<file path="src/design/sap_pkg.sv">
// shared types, constants and the square root step for the shape area/perimeter unit
// no dependencies; used by every module of the block
`default_nettype none

package sap_pkg;

    localparam int DIM_BITS    = 24;
    localparam int COORD_BITS  = 16;
    localparam int FRAC_BITS   = 8;
    localparam int DIFF_BITS   = COORD_BITS + 1;
    localparam int SQ_BITS     = 2 * DIM_BITS;
    localparam int D2_BITS     = 2 * COORD_BITS + 1;
    localparam int AREA_BITS   = 42;
    localparam int PERIM_BITS  = 27;
    localparam int PI_BITS     = 26;
    localparam int ROOT_BITS   = COORD_BITS + 1 + FRAC_BITS;
    localparam int RAD_BITS    = 2 * ROOT_BITS;
    localparam int REM_BITS    = ROOT_BITS + 2;
    localparam int SQRT_STAGES = 5;
    localparam int SQRT_STEPS  = ROOT_BITS / SQRT_STAGES;
    localparam int SIDE_DEPTH  = SQRT_STAGES;
    localparam int PIPE_DEPTH  = 3 + SQRT_STAGES + 1;

    localparam logic [PI_BITS-1:0] PI_Q24 = 26'd52707179;

    localparam logic [1:0] KIND_RECT   = 2'd0;
    localparam logic [1:0] KIND_SQUARE = 2'd1;
    localparam logic [1:0] KIND_CIRCLE = 2'd2;
    localparam logic [1:0] KIND_TRI    = 2'd3;

    // vertices, ax in the lowest bits
    typedef struct packed {
        logic signed [COORD_BITS-1:0] cy;
        logic signed [COORD_BITS-1:0] cx;
        logic signed [COORD_BITS-1:0] by_coord;
        logic signed [COORD_BITS-1:0] bx;
        logic signed [COORD_BITS-1:0] ay;
        logic signed [COORD_BITS-1:0] ax;
    } vert_t;

    // front end result at the end of stage three
    typedef struct packed {
        logic [1:0]                  kind;
        logic [SQ_BITS-FRAC_BITS-1:0] area_rs;
        logic [41:0]                 cp_hi;
        logic [57:0]                 cp_lo;
        logic [AREA_BITS-1:0]        tri_area;
        logic [PERIM_BITS-1:0]       perim_base;
        logic [D2_BITS-1:0]          d2_a;
        logic [D2_BITS-1:0]          d2_b;
        logic [D2_BITS-1:0]          d2_c;
    } front_t;

    typedef struct packed {
        logic [1:0]            kind;
        logic [AREA_BITS-1:0]  area;
        logic [PERIM_BITS-1:0] perim;
    } side_t;

    typedef struct packed {
        logic [RAD_BITS-1:0]  rad;
        logic [ROOT_BITS-1:0] root;
        logic [REM_BITS-1:0]  rem;
    } sqrt_st_t;

    // one digit of the restoring square root
    function automatic sqrt_st_t sqrt_step(input sqrt_st_t s);
        sqrt_st_t            r;
        logic [REM_BITS+1:0] rem4;
        logic [REM_BITS+1:0] trial;
        rem4  = {s.rem, s.rad[RAD_BITS-1 -: 2]};
        trial = {2'b00, s.root, 2'b01};
        r.rad = {s.rad[RAD_BITS-3:0], 2'b00};
        if (rem4 >= trial) begin
            r.rem  = REM_BITS'(rem4 - trial);
            r.root = {s.root[ROOT_BITS-2:0], 1'b1};
        end else begin
            r.rem  = REM_BITS'(rem4);
            r.root = {s.root[ROOT_BITS-2:0], 1'b0};
        end
        return r;
    endfunction

endpackage

`default_nettype wire

</file>
<file path="src/design/sap_sqrt.sv">
// pipelined integer square root of a squared edge length scaled by 2^(2*frac)
// depends on sap_pkg
`default_nettype none

module sap_sqrt (
    input  wire logic                           aclk,
    input  wire logic                           en,
    input  wire logic [sap_pkg::D2_BITS-1:0]    d2_i,
    output logic      [sap_pkg::ROOT_BITS-1:0]  root_o
);
    import sap_pkg::*;

    sqrt_st_t st_reg  [SQRT_STAGES];
    sqrt_st_t st_next [SQRT_STAGES];

    // each stage resolves a fixed group of root digits
    always_comb begin
        sqrt_st_t s;
        for (int g = 0; g < SQRT_STAGES; g++) begin
            if (g == 0) begin
                s.rad  = {{(RAD_BITS-D2_BITS-2*FRAC_BITS){1'b0}}, d2_i, {(2*FRAC_BITS){1'b0}}};
                s.root = '0;
                s.rem  = '0;
            end else begin
                s = st_reg[g-1];
            end
            for (int k = 0; k < SQRT_STEPS; k++) begin
                s = sqrt_step(s);
            end
            st_next[g] = s;
        end
    end

    always_ff @(posedge aclk) begin
        if (en) begin
            for (int g = 0; g < SQRT_STAGES; g++) begin
                st_reg[g] <= st_next[g];
            end
        end
    end

    assign root_o = st_reg[SQRT_STAGES-1].root;

endmodule

`default_nettype wire

</file>
<file path="config.mk">
export PLATFORM = sky130hd
export DESIGN_NAME = sap_sqrt
export DESIGN_NICKNAME = d
export VERILOG_FILES = /design/src/design/sap_pkg.sv /design/src/design/sap_sqrt.sv
export SDC_FILE = /design/constraint.sdc
export NUM_CORES = 1
export LEC_CHECK = 0
export BUFFER_PORTS_ARGS = -buffer_cell sky130_fd_sc_hd__buf_2
export CAP_MARGIN = 15
export CORE_MARGIN = 3
export CORE_UTILIZATION = 25
export DETAILED_ROUTE_END_ITERATION = 16
export GPL_TIMING_DRIVEN = 0
export PLACE_DENSITY = 0.44
export RECOVER_POWER = 50
export SYNTH_ARGS = -nofsm -noshare
export SYNTH_HDL_FRONTEND = slang
export SYNTH_SLANG_ARGS = --single-unit
export TNS_END_PERCENT = 30
</file>
<file path="constraint.sdc">
create_clock -name aclk -period 21.2 [get_ports aclk]
set_clock_uncertainty 0.1 [all_clocks]
set_input_delay 3.18 -clock aclk [delete_from_list [all_inputs] [get_ports aclk]]
set_output_delay 3.18 -clock aclk [all_outputs]
set_load 0.02 [all_outputs]
</file>
==> out/qor.yml <==
status: "finished, violations left"
violations: "max-capacitance violations, max-slew violations"
die_width_um: 362
track_usage: 0.151
synth_seq_area_share: 0.212
core_area_mm2: 0.125
finalHoldViolations: 0
fp-row-count: 129
die_area_mm2: 0.131
hpwl_um: 84100
synth_warnings: 0
regArea_mm2: 0.00673
die_h_um: 362
multi_input_area_mm2: 0.0235
final_area_mm2: 0.0351
layoutNonFillerInstCount: 5747
grt_start_max_net_pins: 102
postCtsHoldBufs: 0
crit_required_ns: 21.45
routabilityCongestion: 0.855
syn-instance-count: 3994
root_buffer: "clkbuf_16"
area_growth_pct: 10.7
cts_max_path_buffers: 3
routed_wl_um: 103000
worstSetupEndpointType: "flop"
fillerInstances: 13600
antenna_found_initial: 5
drc: 0
async_reset_ff_frac: 0
rsz0062_at_grt: "false"
io_buffers: 59
setup_viol: 0
synth_area_leaders: "edfxtp_1, ha_1, xnor2_1"
worst_hold_path_type: "reg2reg"
fin_crit_sh: 0.922
fmax_mhz: 51.2
start_util: 0.254
syn-num-nets: 4360
netlist_area_mm2: 0.0317
fin_nets: 4454
ant_nets: 0
worstSetupStartpointType: "flop"
arrival_ns: 19.79
drt_iter0_markers: 1844
yosys.area.top_type_share: 0.212
ios: 60
worstSkewPairLatency_ns: 0.62
crit_path_top_delay_cell: "a2111oi_0"
avgSynthCellArea_um2: 7.93
synth_flop_cell: "edfxtp_1"
cts_buffers: 31
largest_register_ffs: 224
crit_top_cell: "clkbuf_1"
wl_per_cell_um: 17.9
yosys.area.top_type: "edfxtp_1"
synth.distinct_cells: 119
n_antenna_cell: 0
vias: 29200
drive_gt1_frac: 0.0796
max_slew.worst_pin.slew_ns: 5.53
synth-edff-count: 224
grt_pass1_wl_um: 159000
maxSlewViolCount: 229
worstSetupPathType: "reg2reg"
slew_headroom: -2.68
period_needed_ns: 19.54
dpl.cell_count: 5692
drt-vias-per-instance: 5.09
critPathMaxStageDelay_ns: 0.90
crit_fanout: 13
dr.pass1.iters: 5
synth-seq-cells: 224
grt_overflow: 0
grt_pass1_vias: 27700
max_cap_violations: 3
place_area_mm2: 0.0341
cts_tree: "done"
path_clk_slew_ns: 0.06
cts.sinks: 224
htreeDepth: 1
-- repair_timing --
action / CTS / global route
pin swaps: 0 / 1
setup endpoints to repair: 27 / 27
gates resized for setup: 11 / 20
endpoints found under the hold margin: 0 / 0
buffers inserted: 0 / 1
-- path summary, 6_finish.rpt --
path                  start        endpoint  slack (ns)  cells after the start
max reg2reg  st_reg[0][128]  st_reg[0][185]        1.66                     69
min reg2reg   st_reg[0][78]  st_reg[0][180]        0.32                      0
max          st_reg[0][128]  st_reg[0][185]        1.66                     69
min           st_reg[0][78]  st_reg[0][180]        0.32                      0
-- cell families (layout without fill, tap and decap cells) --
| logic type | after synthesis | after routing | share of synthesized area |
|---|---|---|---|
| AND/OR/NAND/NOR | 1401 | 1401 | 0.225 |
| AO/OA/AOI/OAI | 1199 | 1199 | 0.246 |
| flip-flops | 224 | 224 | 0.212 |
| buffers and inverters | 363 | 479 | 0.0477 |
| multiplexers | 80 | 80 | 0.0279 |
| XOR/XNOR | 396 | 396 | 0.110 |
| adder cells (fa/ha/maj) | 331 | 331 | 0.132 |
-- metrics by stage --
stage               utilization  hold slack [ns]  TNS, ns  worst slack, ns
finish                    0.281            0.320        0             1.66
global route              0.281            0.330        0           0.0278
CTS                       0.281            0.319        0           0.0928
detailed placement        0.273            0.305   -20.26            -1.50
global placement          0.273            0.304   -22.29            -1.61
floorplan                     -            0.300        0             4.13
-- synth_stat cells, types with 12 or more instances --
cell type and number:
nor3b_1 20, nand3_1 88, nor4_1 45, mux2i_1 26, o21ai_1 15, nand3b_1 13, a31o_2 12, a21o_1 143
and3_1 45, clkbuf_1 73, or2_2 32, or3_1 41, edfxtp_1 224, nor3_1 111, o21a_1 45, a21boi_0 30
nor2b_1 47, or4_1 23, nand4_1 58, o31ai_1 36, buf_1 13, mux2_2 45, and2_1 23, o21ai_0 224
o211ai_1 36, o21bai_1 57, a31oi_1 32, and4_1 14, nor2_1 420, xor2_1 124, o2111ai_1 15, inv_1 218
xnor2_1 271, ha_1 327, buf_2 14, nand2_1 306, buf_4 29, a21oi_1 373, a211oi_1 34, nand2b_1 48
-- per-layer routing --
layer | up-vias | GRT usage | share of wire
met1 | 13800 | 0.209 | 0.49
met4 | 0 | 0.0263 | 0.017
met3 | 90 | 0.0116 | 0.028
li1 | 14900 | - | -
met2 | 440 | 0.257 | 0.46
met5 | - | 0 | 0
-- cells in the final DEF, fill, tap and decap left out, drive strengths merged, types with 24 or more instances in the layout --
cell type	n
nor4	50
mux2i	27
buf	113
and3	45
nand4	59
a21boi	33
or3	42
clkbuf	112
o21ai	239
nor3	112
o31ai	41
or4	26
o21bai	58
nand2b	48
edfxtp	224
a31oi	33
o21a	45
ha	327
nor2b	47
a211oi	38
a21oi	373
o211ai	36
or2	34
xor2	124
inv	233
xnor2	272
nand3	93
a21o	143
and2	24
nand2	308
mux2	53
nor2	421
-- critical path: cells and delay by family, from the launching register on --
kind | cells | cell delay (ns)
AO/OA/AOI/OAI | 24 | 6.56
XOR/XNOR | 1 | 0.21
adder cells (fa/ha/maj) | 5 | 1.86
buffers and inverters | 16 | 5.00
flip-flops | 1 | 0.37
multiplexers | 1 | 0.45
AND/OR/NAND/NOR | 22 | 4.65
-- final cells by class --
class / instances / area share
timing repair buffer: 63 / 0.00878
tap: 1637 / 0.0584
buffer: 130 / 0.0186
multi-input combinational: 3407 / 0.669
clock buffer: 32 / 0.0222
clock inverter: 23 / 0.00610
inverter: 231 / 0.0248
sequential: 224 / 0.192
Power is not shown: default switching activity piles up to over one toggle a cycle in this logic, so the estimate is an artifact.
